===== src/sv/bptc_pkg.sv =====
// bptc_pkg: shared types and constants for the barometer compensation pipeline.
// Used by bptc_front, bptc_second, bptc_press and the top level.
// No dependencies.
package bptc_pkg;

  // register indexes on the configuration channel
  localparam logic [2:0] REG_C1 = 3'd0;  // pressure sensitivity
  localparam logic [2:0] REG_C2 = 3'd1;  // pressure offset
  localparam logic [2:0] REG_C3 = 3'd2;  // temp coefficient of sensitivity
  localparam logic [2:0] REG_C4 = 3'd3;  // temp coefficient of offset
  localparam logic [2:0] REG_C5 = 3'd4;  // reference temperature
  localparam logic [2:0] REG_C6 = 3'd5;  // temp coefficient of temperature

  // internal widths
  localparam int T_W    = 20;  // first-order temperature
  localparam int TC_W   = 21;  // temperature after T2 subtraction
  localparam int T2_W   = 18;  // T2 correction (non-negative)
  localparam int OFF_W  = 40;  // offset
  localparam int SENS_W = 38;  // sensitivity
  localparam int SQ_W   = 40;  // squares and second-order terms
  localparam int P_W    = 28;  // pressure before clamp

  // total register stages from input beat to output beat
  localparam int PIPE_DEPTH = 10;

  localparam logic signed [T_W-1:0]  TEMP_REF = 20'sd2000;
  localparam logic signed [T_W-1:0]  TEMP_LOW = -20'sd1500;
  localparam logic signed [TC_W-1:0] TEMP_MIN = -21'sd4000;
  localparam logic signed [TC_W-1:0] TEMP_MAX = 21'sd8500;
  localparam logic signed [P_W-1:0]  PRES_MAX = 28'sd120000;

  localparam logic [SQ_W-1:0] K_OFF_A  = 40'd5;
  localparam logic [SQ_W-1:0] K_OFF_B  = 40'd7;
  localparam logic [SQ_W-1:0] K_SENS_B = 40'd11;

  typedef struct packed {
    logic [15:0] c1;
    logic [15:0] c2;
    logic [15:0] c3;
    logic [15:0] c4;
    logic [15:0] c5;
    logic [15:0] c6;
  } cal_t;

  // first-order results
  typedef struct packed {
    logic [23:0]              d1;
    logic signed [T_W-1:0]    temp;
    logic [T2_W-1:0]          t2;
    logic signed [OFF_W-1:0]  off;
    logic signed [SENS_W-1:0] sens;
  } front_t;

  // corrected offset/sensitivity, final temperature
  typedef struct packed {
    logic [23:0]              d1;
    logic signed [OFF_W-1:0]  off;
    logic signed [SENS_W-1:0] sens;
    logic [14:0]              temp;
  } corr_t;

endpackage


===== src/sv/bptc_press.sv =====
// bptc_press: pressure from D1 * SENS (two partial products), offset removal
// and clamp, ending in the output register. Four stages. Uses bptc_pkg.
module bptc_press (
  input  logic                 clk,
  input  logic                 rst,
  input  logic                 in_valid,
  output logic                 in_ready,
  input  bptc_pkg::corr_t      in_data,
  output logic                 out_valid,
  input  logic                 out_ready,
  output logic [14:0]          temperature_centideg,
  output logic [16:0]          pressure_pa
);

  logic v1, v2, v3, v4;
  logic adv1, adv2, adv3, adv4;

  // stage 1: partial products, sens = hi * 2^19 + lo
  logic [42:0]                       pl;
  logic signed [43:0]                ph;
  logic signed [bptc_pkg::OFF_W-1:0] off_s1, off_s2;
  logic [14:0]                       temp_s1, temp_s2, temp_s3;
  // stage 2
  logic signed [41:0]                q;
  // stage 3
  logic signed [bptc_pkg::P_W-1:0]   p;

  logic signed [62:0] prod;
  logic signed [42:0] r;
  logic [16:0]        p_clamp;

  assign adv4      = ~v4 | out_ready;
  assign adv3      = ~v3 | adv4;
  assign adv2      = ~v2 | adv3;
  assign adv1      = ~v1 | adv2;
  assign in_ready  = adv1;
  assign out_valid = v4;

  assign prod = $signed({ph, 19'd0}) + $signed({20'd0, pl});
  assign r    = {q[41], q} - {{3{off_s2[bptc_pkg::OFF_W-1]}}, off_s2};

  always_comb begin
    priority if (p < 0) begin
      p_clamp = '0;
    end else if (p > bptc_pkg::PRES_MAX) begin
      p_clamp = bptc_pkg::PRES_MAX[16:0];
    end else begin
      p_clamp = p[16:0];
    end
  end

  always_ff @(posedge clk) begin
    if (rst) begin
      v1 <= 1'b0;
      v2 <= 1'b0;
      v3 <= 1'b0;
      v4 <= 1'b0;
    end else begin
      if (adv1) v1 <= in_valid;
      if (adv2) v2 <= v1;
      if (adv3) v3 <= v2;
      if (adv4) v4 <= v3;
    end
  end

  always_ff @(posedge clk) begin
    if (adv1) begin
      pl      <= in_data.d1 * in_data.sens[18:0];
      ph      <= $signed({1'b0, in_data.d1}) * $signed(in_data.sens[37:19]);
      off_s1  <= in_data.off;
      temp_s1 <= in_data.temp;
    end
    if (adv2) begin
      q       <= prod[62:21];  // floor(D1*SENS / 2^21)
      off_s2  <= off_s1;
      temp_s2 <= temp_s1;
    end
    if (adv3) begin
      p       <= r[42:15];
      temp_s3 <= temp_s2;
    end
    if (adv4) begin
      pressure_pa          <= p_clamp;
      temperature_centideg <= temp_s3;
    end
  end

endmodule


===== config.mk =====
export PLATFORM = sky130hd
export DESIGN_NAME = bptc_press
export DESIGN_NICKNAME = d
export VERILOG_FILES = /design/src/sv/bptc_pkg.sv /design/src/sv/bptc_press.sv
export SDC_FILE = /design/constraint.sdc
export NUM_CORES = 2
export LEC_CHECK = 0
export ABC_AREA = 1
export ABC_CLOCK_PERIOD_IN_PS = 8100
export BUFFER_PORTS_ARGS = -buffer_cell sky130_fd_sc_hd__buf_2
export CELL_PAD_IN_SITES_DETAIL_PLACEMENT = 0
export CELL_PAD_IN_SITES_GLOBAL_PLACEMENT = 1
export CORE_MARGIN = 2
export CORE_UTILIZATION = 35
export DETAILED_ROUTE_END_ITERATION = 12
export PLACE_DENSITY = 0.73
export SLEW_MARGIN = 20
export SYNTH_ARGS = -nofsm -noshare
export SYNTH_HDL_FRONTEND = slang
export SYNTH_SLANG_ARGS = --single-unit

===== constraint.sdc =====
create_clock -name clk -period 8.1 [get_ports clk]
set_input_delay 0.81 -clock clk [delete_from_list [all_inputs] [get_ports clk]]
set_output_delay 0.81 -clock clk [all_outputs]
set_load 0.02 [all_outputs]

# Yosys cells after proc, flatten, opt, wreduce, memory -nomap -nowiden
# Cells that the tools add are included.
# totals
wordCells	32
input_bits	121
reg_bits	318
# classes
mux	1
n_reduce_logical	1
n_mul	2
n_bitwise	8
n_addsub	2
order_cmp	2
# op_table
op	count
63-bit by 44-bit adder with 63-bit output	1
25-bit by 19-bit multiplier with 44-bit output	1
24-bit by 19-bit multiplier with 43-bit output	1
42-bit by 40-bit subtractor with 43-bit output	1
28-bit by 18-bit > comparator with 1-bit output (second input constant)	1
28-bit by 1-bit less-than comparator with 1-bit output (second input constant)	1
17-bit 2-to-1 mux	1
1-bit inverter	4
1-bit OR	4
2-bit OR reduction	1

# Depth between registers and ports, before layout
# depth
ltp_word	5
depth_mapped	29
mapped_depth_nobuf	27

# Worst setup path after synthesis
# OpenSTA, ideal clock, no wires.
# synth_timing
kind	input port to flip-flop
from	in in_data[100] (netlist name)
to	reg ph[41], data pin
slack_ns	1.741
required_ns	7.841
stages	21
arrival_time_ns	6.100
n_path_buf	2
path_cell_list	clkbuf_1 > clkbuf_1 > nand2_1 > fa_1 > inv_1 > fa_1 > inv_1 > fa_1 > inv_1 > fa_1 > fa_1 > fa_1 > fa_1 > ha_1 > a21oi_1 > o21ai_0 > a21boi_0 > nand2_1 > nand2_1 > nand3_1 > xor2_1
# synth_via
elab_chain_cells	1
# synth_rtl
item	line_no	text
from (decl)	bptc_press.sv:8	input bptc_pkg::corr_t in_data,
25-bit by 19-bit multiplier with 44-bit output	bptc_press.sv:69	ph <= $signed({1'b0, in_data.d1}) * $signed(in_data.sens[37:19]);
to (signal assigned)	bptc_press.sv:69	
to (decl)	bptc_press.sv:20	logic signed [43:0] ph;
# Every way passes these cells.
# A chain may end at the register's enable or synchronous reset.

# Worst setup path in the final report
# layout_timing
from	in in_data[107] (netlist name)
to	reg ph[25], data pin
# Same word-level chain as after synthesis.

==> metrics.csv <==
metric,value,unit
Clock Path Buffers,3,
Critical Path RT,8.37,ns
number of flops mapped to enable cells by yosys,295,
Post-CTS Setup Inserts,0,
Hold Crit Start,off_s1[0],
worst path bufs/invs,2,
Final Cycle Share,0.8579,
reg2reg setup slack,4.97,ns
Worst-Margin Slew,1.145,ns
Layout area overhead,8.024,%
"antenna viol nets, final",0,
WP data arrival,7.21,ns
Layout Cells excl Fill,7392,
FF-to-FF Start,out_valid,
layout cell share with drive strength beyond 1,0.05681,
Core Region,0.1296,mm2
top-area cell type share of the netlist area,0.3254,
Setup TNS,0,ns
worst-skew pair later-pin latency,0.55,ns
Worst Skew,0.01854,ns
RSZ-0062 raised after global routing,no,
Wirelength per Cell,17.60,um
Chip Height,365.9,um
largest area contributor in the synthesized netlist,fa_1,
Detail Placement HPWL,105300,um
"count leader, synth",inv_1,
Synth Flop Type,edfxtp_1,
Worst Setup Start Kind,primary input,
Crit Path Max Fanout,38,
slew margin rel.,0.2365,
TritonRoute pass-1 iters,7,
Post-CTS Hold Fix Bufs,0,
adder-cell share of the synthesized area,0.4237,
"Seq/Total Area, Yosys",0.1950,
"Largest stage delay, worst path",0.84,ns
synthesized net count,6803,
# rows,132,
fmax,0.1439,GHz
Placed Cells,7332,
fin nets,6852,
Synth Cell Area,0.04583,mm2
XOR/XNOR Fraction of Synth Area,0.01777,
total track usage,0.1971,
critical path depth,17,
Top Ports,155,
root buf cell,clkbuf_16,
Final min period,6.949,ns
vias post-DR,35040,
first-iteration detailed-routing DRC count,2283,
via/cell ratio,4.740,
CTS tree,yes,
Die X-Extent,365.9,um
crit-path cells,buf_2 -> nand2_1 -> fa_1 -> fa_1 -> fa_1 -> inv_1 -> fa_1 -> fa_1 -> fa_1 -> fa_1 -> ha_1 -> a21oi_1 -> o21ai_0 -> a21boi_0 -> nand2_1 -> a21oi_1 -> xnor2_1,
worst hold path endpoint,off_s2[0],
max-slew violations,0,
MaxCap Viol Count,0,
Crit Reg-Reg Endpoint,q[18],
synthesized instance count,5577,
"Distinct cells, synth",53,
worst min path class,flip-flop to flip-flop,
Setup CP Type,primary input to flip-flop,
"Warnings, synthesis",0,
n_diodes,0,
status,finished clean,
"flops & latches, synth",299,
total grt overflow,0,
Final WS setup,1.151,ns
final setup violation count,0,
asr flop ratio synth,0,
hold_ws,0.4112,ns
Port Buffer Count,154,
mux cell area share after synthesis,0,
Hold Path Stages,0,
largest family of logic cells by synthesized area,adder cells,
Syn Area/Cell,8.217,um2
final WL,130100,um
GPL Wtd Cong,0.9100,
antenna violations before repair,3,
PostCTS Resize Cnt,0,
# clock sinks,299,
Worst-path clk slew,0.06,ns
CTS H-tree depth,2,
cell mode on critical path,fa_1,
number of global-route vias before repair,37470,
Starting Density,0.3535,
CP max stage cell,buf_2,
first-pass GRT wire length,208500,um
CP top delay family,adder cells,
Die ar.,0.1338,mm2
Final Hold Viols,0,
Setup WS pre-CTS,0.6422,ns
Post-Synth Simple-Gate Area,0.1760,
Post-synth top cells,"inv_1, nand2_1, fa_1",
Area contributors post-synth,"fa_1, edfxtp_1, inv_1, nand2_1, ha_1",
Synth Area in Compound Gates,0.04808,
Critical Path End Type,flip-flop,
CTS buffer count,34,
Worst R2R Path Depth,10,
pin count of the biggest net entering global routing,66,
DRC viols,0,
-- per-stage QoR --
step | cell area (um2) | utilization
2_1_floorplan | 45830 | -
3_3_place_gp | 48370 | 0.3731
3_5_place_dp | 48370 | 0.3731
4_1_cts | 49500 | 0.3818
5_1_grt | 49510 | 0.3818
6_report | 49510 | 0.3818
-- final cells by class --
type / instances / area, um2
clock buffer: 36 / 858.3
timing repair buffer: 186 / 1013
clock inverter: 24 / 277.8
multi-input combinational: 3580 / 30510
sequential: 299 / 8939
inverter: 1525 / 5727
fill: 13490 / 80140
tap: 1742 / 2180
-- registers in the layout, summed over array words and instances, names as in the netlist --
register,count
off_s1,40
v1,1
p,28
temperature_centideg,15
v2,1
ph,44
pl,24
temp_s3,15
v3,1
off_s2,40
temp_s1,15
out_valid,1
q,42
temp_s2,15
pressure_pa,17
-- cell usage in the layout (no fill, tap or decap), types with 6 or more instances in the layout --
master / instances
a21boi_0: 8
a21o_1: 22
a21oi_1: 199
a31oi_1: 6
and3_1: 6
buf_2: 153
buf_4: 33
clkbuf_16: 34
clkinv_1: 8
clkinv_2: 6
edfxtp_1: 295
fa_1: 745
ha_1: 360
inv_1: 1512
inv_2: 10
nand2_1: 1407
nand2_2: 15
nand3_1: 122
nand4_1: 39
nor2_1: 313
nor2_2: 16
nor3_1: 32
nor3_2: 9
nor4_1: 7
o21a_1: 11
o21ai_0: 91
o21ai_1: 16
o21bai_1: 17
or2_2: 9
xnor2_1: 26
xor2_1: 67
-- logic make-up after synthesis --
kind of cell,count (synthesis)
DFF,299
and+or+nand+nor,1991
buffers and inverters,1698
AOI/OAI and AO/OA,391
adders and majority gates,1105
xor gates and xnor gates,93
-- worst max path at each step --
stage,start,endpoint,slack [ns]
finish,in_data[107],ph[25],1.15
global route,in_data[107],ph[25],0.82
CTS,in_data[107],ph[25],1.22
detailed placement,in_data[107],ph[25],0.64
global placement,in_data[107],ph[25],0.56
floorplan,in_data[100],ph[41],1.74
-- per-layer routing --
| metal | vias up | share of wire | global-route usage |
|---|---|---|---|
| met5 | - | 0 | 0 |
| met4 | 0 | 0.017 | 0.03498 |
| met3 | 124 | 0.049 | 0.02069 |
| met2 | 870 | 0.47 | 0.3352 |
| met1 | 17490 | 0.46 | 0.2738 |
| li1 | 16560 | - | - |
Power is not shown: default switching activity piles up to over one toggle a cycle in this logic, so the estimate is an artifact.
