[config.mk]
export PLATFORM = sky130hd
export DESIGN_NAME = bptc_second
export DESIGN_NICKNAME = d
export VERILOG_FILES = /design/src/sv/bptc_pkg.sv /design/src/sv/bptc_second.sv
export SDC_FILE = /design/constraint.sdc
export NUM_CORES = 2
export LEC_CHECK = 0
export ABC_CLOCK_PERIOD_IN_PS = 9770
export BUFFER_PORTS_ARGS = -buffer_cell sky130_fd_sc_hd__buf_4
export CORE_ASPECT_RATIO = 0.75
export CORE_UTILIZATION = 39
export CTS_CLUSTER_DIAMETER = 60
export DETAILED_ROUTE_END_ITERATION = 12
export SLEW_MARGIN = 20
export SYNTH_ARGS = -nofsm -noshare
export SYNTH_HDL_FRONTEND = slang
export SYNTH_SLANG_ARGS = --single-unit
[constraint.sdc]
create_clock -name clk -period 9.77 [get_ports clk]
set_input_delay 0.977 -clock clk [delete_from_list [all_inputs] [get_ports clk]]
set_output_delay 0.977 -clock clk [all_outputs]
set_load 0.05 [all_outputs]
[src/sv/bptc_pkg.sv]
// bptc_pkg: shared types and constants for the barometer compensation pipeline.
// Used by bptc_front, bptc_second, bptc_press and the top level.
// No dependencies.
package bptc_pkg;

  // register indexes on the configuration channel
  localparam logic [2:0] REG_C1 = 3'd0;  // pressure sensitivity
  localparam logic [2:0] REG_C2 = 3'd1;  // pressure offset
  localparam logic [2:0] REG_C3 = 3'd2;  // temp coefficient of sensitivity
  localparam logic [2:0] REG_C4 = 3'd3;  // temp coefficient of offset
  localparam logic [2:0] REG_C5 = 3'd4;  // reference temperature
  localparam logic [2:0] REG_C6 = 3'd5;  // temp coefficient of temperature

  // internal widths
  localparam int T_W    = 20;  // first-order temperature
  localparam int TC_W   = 21;  // temperature after T2 subtraction
  localparam int T2_W   = 18;  // T2 correction (non-negative)
  localparam int OFF_W  = 40;  // offset
  localparam int SENS_W = 38;  // sensitivity
  localparam int SQ_W   = 40;  // squares and second-order terms
  localparam int P_W    = 28;  // pressure before clamp

  // total register stages from input beat to output beat
  localparam int PIPE_DEPTH = 10;

  localparam logic signed [T_W-1:0]  TEMP_REF = 20'sd2000;
  localparam logic signed [T_W-1:0]  TEMP_LOW = -20'sd1500;
  localparam logic signed [TC_W-1:0] TEMP_MIN = -21'sd4000;
  localparam logic signed [TC_W-1:0] TEMP_MAX = 21'sd8500;
  localparam logic signed [P_W-1:0]  PRES_MAX = 28'sd120000;

  localparam logic [SQ_W-1:0] K_OFF_A  = 40'd5;
  localparam logic [SQ_W-1:0] K_OFF_B  = 40'd7;
  localparam logic [SQ_W-1:0] K_SENS_B = 40'd11;

  typedef struct packed {
    logic [15:0] c1;
    logic [15:0] c2;
    logic [15:0] c3;
    logic [15:0] c4;
    logic [15:0] c5;
    logic [15:0] c6;
  } cal_t;

  // first-order results
  typedef struct packed {
    logic [23:0]              d1;
    logic signed [T_W-1:0]    temp;
    logic [T2_W-1:0]          t2;
    logic signed [OFF_W-1:0]  off;
    logic signed [SENS_W-1:0] sens;
  } front_t;

  // corrected offset/sensitivity, final temperature
  typedef struct packed {
    logic [23:0]              d1;
    logic signed [OFF_W-1:0]  off;
    logic signed [SENS_W-1:0] sens;
    logic [14:0]              temp;
  } corr_t;

endpackage

[src/sv/bptc_second.sv]
// bptc_second: second-order corrections below 20 degC and -15 degC, and the
// temperature clamp. Three register stages. Uses bptc_pkg.
module bptc_second (
  input  logic                 clk,
  input  logic                 rst,
  input  logic                 in_valid,
  output logic                 in_ready,
  input  bptc_pkg::front_t     in_data,
  output logic                 out_valid,
  input  logic                 out_ready,
  output bptc_pkg::corr_t      out_data
);

  logic v1, v2, v3;
  logic adv1, adv2, adv3;

  logic signed [bptc_pkg::T_W-1:0] da, db;

  // stage 1
  logic [bptc_pkg::SQ_W-1:0]          sqa, sqb;
  logic signed [bptc_pkg::TC_W-1:0]   temp_c;
  logic                               lo, vlo;
  logic signed [bptc_pkg::OFF_W-1:0]  off_s1;
  logic signed [bptc_pkg::SENS_W-1:0] sens_s1;
  logic [23:0]                        d1_s1;
  // stage 2
  logic [bptc_pkg::SQ_W-1:0]          off2, sens2;
  logic [14:0]                        temp_s2;
  logic signed [bptc_pkg::OFF_W-1:0]  off_s2;
  logic signed [bptc_pkg::SENS_W-1:0] sens_s2;
  logic [23:0]                        d1_s2;

  logic [bptc_pkg::SQ_W-1:0] off2_next, sens2_next;
  logic [14:0]               temp_clamp;

  assign adv3      = ~v3 | out_ready;
  assign adv2      = ~v2 | adv3;
  assign adv1      = ~v1 | adv2;
  assign in_ready  = adv1;
  assign out_valid = v3;

  assign da = in_data.temp - bptc_pkg::TEMP_REF;
  assign db = in_data.temp - bptc_pkg::TEMP_LOW;

  // terms are non-negative, so plain shifts are floor divisions
  always_comb begin
    off2_next  = '0;
    sens2_next = '0;
    if (lo) begin
      off2_next  = (sqa * bptc_pkg::K_OFF_A) >> 1;
      sens2_next = (sqa * bptc_pkg::K_OFF_A) >> 2;
    end
    if (vlo) begin
      off2_next  = off2_next + sqb * bptc_pkg::K_OFF_B;
      sens2_next = sens2_next + ((sqb * bptc_pkg::K_SENS_B) >> 1);
    end
  end

  always_comb begin
    priority if (temp_c < bptc_pkg::TEMP_MIN) begin
      temp_clamp = bptc_pkg::TEMP_MIN[14:0];
    end else if (temp_c > bptc_pkg::TEMP_MAX) begin
      temp_clamp = bptc_pkg::TEMP_MAX[14:0];
    end else begin
      temp_clamp = temp_c[14:0];
    end
  end

  always_ff @(posedge clk) begin
    if (rst) begin
      v1 <= 1'b0;
      v2 <= 1'b0;
      v3 <= 1'b0;
    end else begin
      if (adv1) v1 <= in_valid;
      if (adv2) v2 <= v1;
      if (adv3) v3 <= v2;
    end
  end

  always_ff @(posedge clk) begin
    if (adv1) begin
      sqa     <= bptc_pkg::SQ_W'(da * da);
      sqb     <= bptc_pkg::SQ_W'(db * db);
      // T2 only comes off below 20 degC
      temp_c  <= {in_data.temp[bptc_pkg::T_W-1], in_data.temp}
                 - ((in_data.temp < bptc_pkg::TEMP_REF) ? {3'd0, in_data.t2}
                                                        : {bptc_pkg::TC_W{1'b0}});
      lo      <= in_data.temp < bptc_pkg::TEMP_REF;
      vlo     <= in_data.temp < bptc_pkg::TEMP_LOW;
      off_s1  <= in_data.off;
      sens_s1 <= in_data.sens;
      d1_s1   <= in_data.d1;
    end
    if (adv2) begin
      off2    <= off2_next;
      sens2   <= sens2_next;
      temp_s2 <= temp_clamp;
      off_s2  <= off_s1;
      sens_s2 <= sens_s1;
      d1_s2   <= d1_s1;
    end
    if (adv3) begin
      out_data.d1   <= d1_s2;
      out_data.off  <= off_s2 - $signed(off2);
      out_data.sens <= sens_s2 - $signed(sens2[bptc_pkg::SENS_W-1:0]);
      out_data.temp <= temp_s2;
    end
  end

endmodule

-- Word level (Yosys, flattened, before mapping)
Index checks and enable logic that the tools add are counted.
- input bits: 144
- register bits after elaboration: 520
- output and inout bits: 119
- logic and storage cells: 51
- $mul: 5
- reduce and logical (&&, ||, !) cells: 1
- add/subtract/negate cells: 7
- magnitude comparators: 4
- bitwise gates (word level): 6
- multiplexer cells: 6
- operators with widths (cell ; number):
    20-bit by 20-bit multiplier with 40-bit output ; 2
    40-bit by 3-bit multiplier with 40-bit output (second input constant) ; 2
    38-bit two-way mux ; 2
    39-bit by 40-bit adder with 40-bit output ; 1
    20-bit by 12-bit < comparator with 1-bit output (second input constant) ; 2
    40-bit by 4-bit multiplier with 39-bit output (second input constant) ; 1
    40-bit two-way mux ; 1
    20-bit by 12-bit subtractor with 20-bit output (second input constant) ; 2
    40-bit subtractor ; 1
    39-bit two-way mux ; 1
    38-bit adder ; 1
    38-bit subtractor ; 1
    21-bit by 15-bit > comparator with 1-bit output (second input constant) ; 1
    21-bit by 13-bit < comparator with 1-bit output (second input constant) ; 1
    20-bit by 19-bit subtractor with 21-bit output ; 1
    18-bit two-way mux ; 1
    15-bit two-way mux ; 1
    1-bit inverter ; 3
    1-bit bitwise OR ; 3
    2-bit OR reduction ; 1

-- Depth between registers and ports, before layout
- depth after elaboration: 4
- mapped depth: 39
- mapped depth without buffers: 37

-- Worst setup path after synthesis
OpenSTA, ideal clock, no wires.
- path kind: input port to flip-flop
- start point: input port in_data[98] in the netlist's numbering
- end point: register sqb[37] in the netlist's numbering, data pin
- stages on the path: 35
- library setup time: 0.267 ns
- data required time: 9.503 ns
- setup slack: 0.166 ns
- path buffers: 2
- arrival: 9.337 ns
- cells stage by stage: inv_1 > clkbuf_1 > ha_1 > inv_1 > a21o_1 > o41ai_1 > inv_1 > o21ai_0 > or2_2 > xor2_1 > inv_1 > clkbuf_1 > nand2_1 > fa_1 > inv_1 > fa_1 > fa_1 > fa_1 > fa_1 > inv_1 > fa_1 > inv_1 > fa_1 > ha_1 > a21o_1 > a21o_1 > a21o_1 > a21oi_1 > o211ai_1 > a41oi_1 > o21bai_1 > a21o_1 > a311oi_2 > o21a_1 > o211ai_1
- longest elaborated chain between the ends: 2
- RTL lines (item ; RTL line ; RTL):
    from (decl) ; bptc_second.sv:8 ; input bptc_pkg::front_t in_data,
    20-bit by 12-bit subtractor with 20-bit output ; bptc_second.sv:43 ; assign db = in_data.temp - bptc_pkg::TEMP_LOW;
    20-bit by 20-bit multiplier with 40-bit output ; bptc_second.sv:84 ; sqb <= bptc_pkg::SQ_W'(db * db);
    to (signal assigned) ; bptc_second.sv:84 ;
    to (decl) ; bptc_second.sv:20 ; logic [bptc_pkg::SQ_W-1:0] sqa, sqb;
Every way passes these cells.
A chain may end at the register's enable or synchronous reset.

-- Final worst setup path
- start point: input port in_data[99] in the netlist's numbering
- end point: register sqb[37] in the netlist's numbering, data pin
The elaborated chain is that of the path after synthesis.

==> results by group <==
Setup path
  – Worst reg2reg setup slack: 2.78 ns
  – WP data arrival: 9.55 ns
  – CP startpoint kind: primary input
  – Critical path data required time: 10.14 ns
  – Most used cell, CP: inv_1
  – Crit-path max FO: 13
  – Critical-path top delay cell: fa_1
  – Crit-path max cell delay: 0.55 ns
  – Worst Setup Path Type: in -> reg
  – CP endpoint kind: flip-flop

Clock network
  – H-tree Lvls: 2
  – Worst-path clk slew: 0.06 ns
  – CTS root buffer: clkbuf_16
  – Clock Path Buffers: 3
  – Sink Count: 515
  – CTS tree: yes
  – Clock latency at the later pin of the worst-skew pair: 0.67 ns
  – Hold Buf Count CTS: 0
  – Post-CTS sizing: 0
  – Number of buffers created by CTS: 58
  – Postcts setup bufs: 0

Finish
  – Area added between synthesis and finish: 12.4%
  – Layout Utilization: 44.3%
  – Final net count: 7670
  – Layout cells sized above 1: 9.53%
  – # diodes: 0

Routing
  – Top Metal Used: met4
  – Total wire length: 152 mm
  – Post-route antenna net violation count: 0
  – Initial DRC Count: 3190
  – Met2 wire length: 61.3 mm
  – Residual DRC: 0
  – Drt first pass iters: 6
  – Vias: 40618
  – WL met3: 12.7 mm
  – Routed wire per std cell: 18.6 um
  – Via density per instance: 4.98
  – WL met1: 74.9 mm

Global route
  – Largest net degree at the start of global routing: 118
  – GRT Overall Usage: 19.9%
  – Initial antenna violation count: 0
  – Vias in the first global route: 42180
  – Overflow left after global routing: 0
  – First-pass GRT wire length: 239 mm

Logic synthesis
  – Post-Synth Adder-Cell Area: 41.0%
  – Cells after synthesis: 5726
  – Simple-gate portion of the synthesized area: 8.28%
  – Mux contribution to synthesized area: 0.226%
  – Top_reg_cell synth: edfxtp_1
  – Largest family of logic cells by synthesized area: adder cells
  – XOR/XNOR Fraction of Synth Area: 5.20%
  – Seq/Total Area, Yosys: 26.0%
  – Synth warn: 0
  – Async S/R FF share, synth: 0%
  – Compound-gate portion of the synthesized area: 10.2%
  – Flops & latches, synth: 515
  – Post-synth EDFFs: 512
  – Mapped cell area: 0.0593 sq mm
  – Average size of a mapped cell: 10.4 sq um
  – Synth unique cells: 88

Placement
  – Port Buffers: 262
  – Hpwl dp: 126 mm
  – Placer congestion estimate: 0.960

Worst hold path
  – HP Class: reg -> reg

Timing
  – Worst relative slew slack: 32.8%
  – Clk_skew: 0.0507 ns
  – Setup TNS: 0 ns
  – Slew @ Worst Pin: 0.995 ns
  – Fmax: 109 MHz
  – Fin crit period: 9.18 ns
  – # setup viols final: 0
  – Fin. max-slew vios: 0
  – WHS: 0.406 ns
  – Hold Vio Cnt, Final: 0
  – RSZ-0062 raised after global routing: false
  – Fin crit share: 94.0%

Floorplan
  – Cell Rows: 123
  – Die H: 340 um
  – Die area: 0.154 sq mm
  – I/O Pins: 263
  – Initial Util: 39.4%
  – Core Region: 0.151 sq mm
  – Horiz. Die Dim: 452 um

Job
  – Maxcap violations: 0

Status
  – Status: complete, no violations
-- critical path: cells and delay by family --
kind / cells / cell delay [ns]
AO/OA/AOI/OAI: 11 / 2.61
XOR/XNOR: 2 / 0.30
adder cells (fa/ha/maj): 9 / 3.89
buffers and inverters: 12 / 1.05
AND/OR/NAND/NOR: 4 / 0.73
-- cells in the mapped netlist, types with 50 or more instances --
| cell | count | share of area [%] |
|---|---|---|
| o21bai_1 | 50 | 0.63 |
| nand2_1 | 367 | 2.3 |
| inv_1 | 1312 | 8.3 |
| fa_1 | 877 | 30 |
| o21ai_0 | 141 | 1.2 |
| nand3_1 | 62 | 0.52 |
| a21o_1 | 194 | 2.5 |
| clkbuf_1 | 104 | 0.66 |
| xor2_1 | 103 | 1.5 |
| xnor2_1 | 249 | 3.7 |
| a21oi_1 | 255 | 2.2 |
| nor2_1 | 367 | 2.3 |
| edfxtp_1 | 512 | 26 |
| ha_1 | 540 | 11 |
-- flip-flops by register name (all words and copies together), names as in the netlist --
| signal | count |
|---|---|
| out_data | 117 |
| off_s1 | 40 |
| off_s2 | 40 |
| off2 | 39 |
| sqa | 39 |
| sens2 | 38 |
| sens_s1 | 38 |
| sens_s2 | 38 |
| sqb | 37 |
| d1_s1 | 24 |
| d1_s2 | 24 |
| temp_c | 21 |
| temp_s2 | 15 |
| lo | 1 |
| out_valid | 1 |
| v1 | 1 |
| v2 | 1 |
| vlo | 1 |
-- final cells by class --
type                            count  area, sq um
Sequential cell                   515        15400
Timing Repair Buffer              436         3270
Clock inverter                     41          464
Multi-Input combinational cell   3779        38500
Tap cell                         2000         2500
Clock buffer                       67         1490
Fill cell                       14283        83900
Inverter                         1319         4960
-- path summary, 6_finish.rpt --
path,start,endpoint,depth (start not counted)
max,in_data[99],sqb[37]$_DFFE_PP_,38
min,off_s1[23]$_DFFE_PP_,off_s2[23]$_DFFE_PP_,0
max reg2reg,sqa[2]$_DFFE_PP_,off2[38]$_DFFE_PP_,25
min reg2reg,off_s1[23]$_DFFE_PP_,off_s2[23]$_DFFE_PP_,0
-- layer usage --
| metal | global-route usage [%] | vias up |
|---|---|---|
| met5 | 0 | - |
| met4 | 3.76 | 0 |
| met3 | 4.42 | 159 |
| met2 | 28.9 | 1332 |
| met1 | 30.5 | 19930 |
| li1 | - | 19197 |
-- cells in the final DEF (no fill, tap or decap), types with 10 or more instances in the layout --
master / n
a31oi_1: 19
and3_1: 36
nand4_1: 27
nand2b_1: 46
clkbuf_16: 58
xnor2_1: 247
and2_1: 41
or3_1: 15
a31o_2: 10
ha_1: 540
o21bai_1: 50
o21ai_0: 141
a211oi_1: 26
a21boi_0: 12
o31ai_1: 19
clkinv_2: 11
o211ai_1: 14
mux2i_1: 10
inv_1: 1309
edfxtp_1: 512
nand3b_1: 10
fa_1: 877
clkinv_1: 10
a21oi_1: 255
nor3_1: 46
o21a_1: 44
xor2_1: 103
nand2_1: 366
nor2_1: 366
buf_4: 436
nor2b_1: 40
a21o_1: 194
nand3_1: 62
-- stage by stage --
step	cells	cell area, sq um	setup WS [ns]
6_report	8157	66700	0.590
3_5_place_dp	8049	64700	-0.0647
3_3_place_gp	8049	64700	0.0415
4_1_cts	8157	66600	0.596
2_1_floorplan	5727	59300	0.166
5_1_grt	8157	66700	0.0290
-- cells by family (layout without fill, tap and decap cells) --
logic type | after synthesis | count (layout)
buf+inv | 1433 | 1863
fa+ha+maj | 1417 | 1417
simple gates | 1090 | 1090
compound gates | 905 | 905
flops | 515 | 515
xor+xnor | 352 | 352
mux | 13 | 13
other cells | 1 | 2
Power is left out: the tool's default activity adds up to more than one toggle a clock period on the data nets, which glitch-free logic cannot reach.
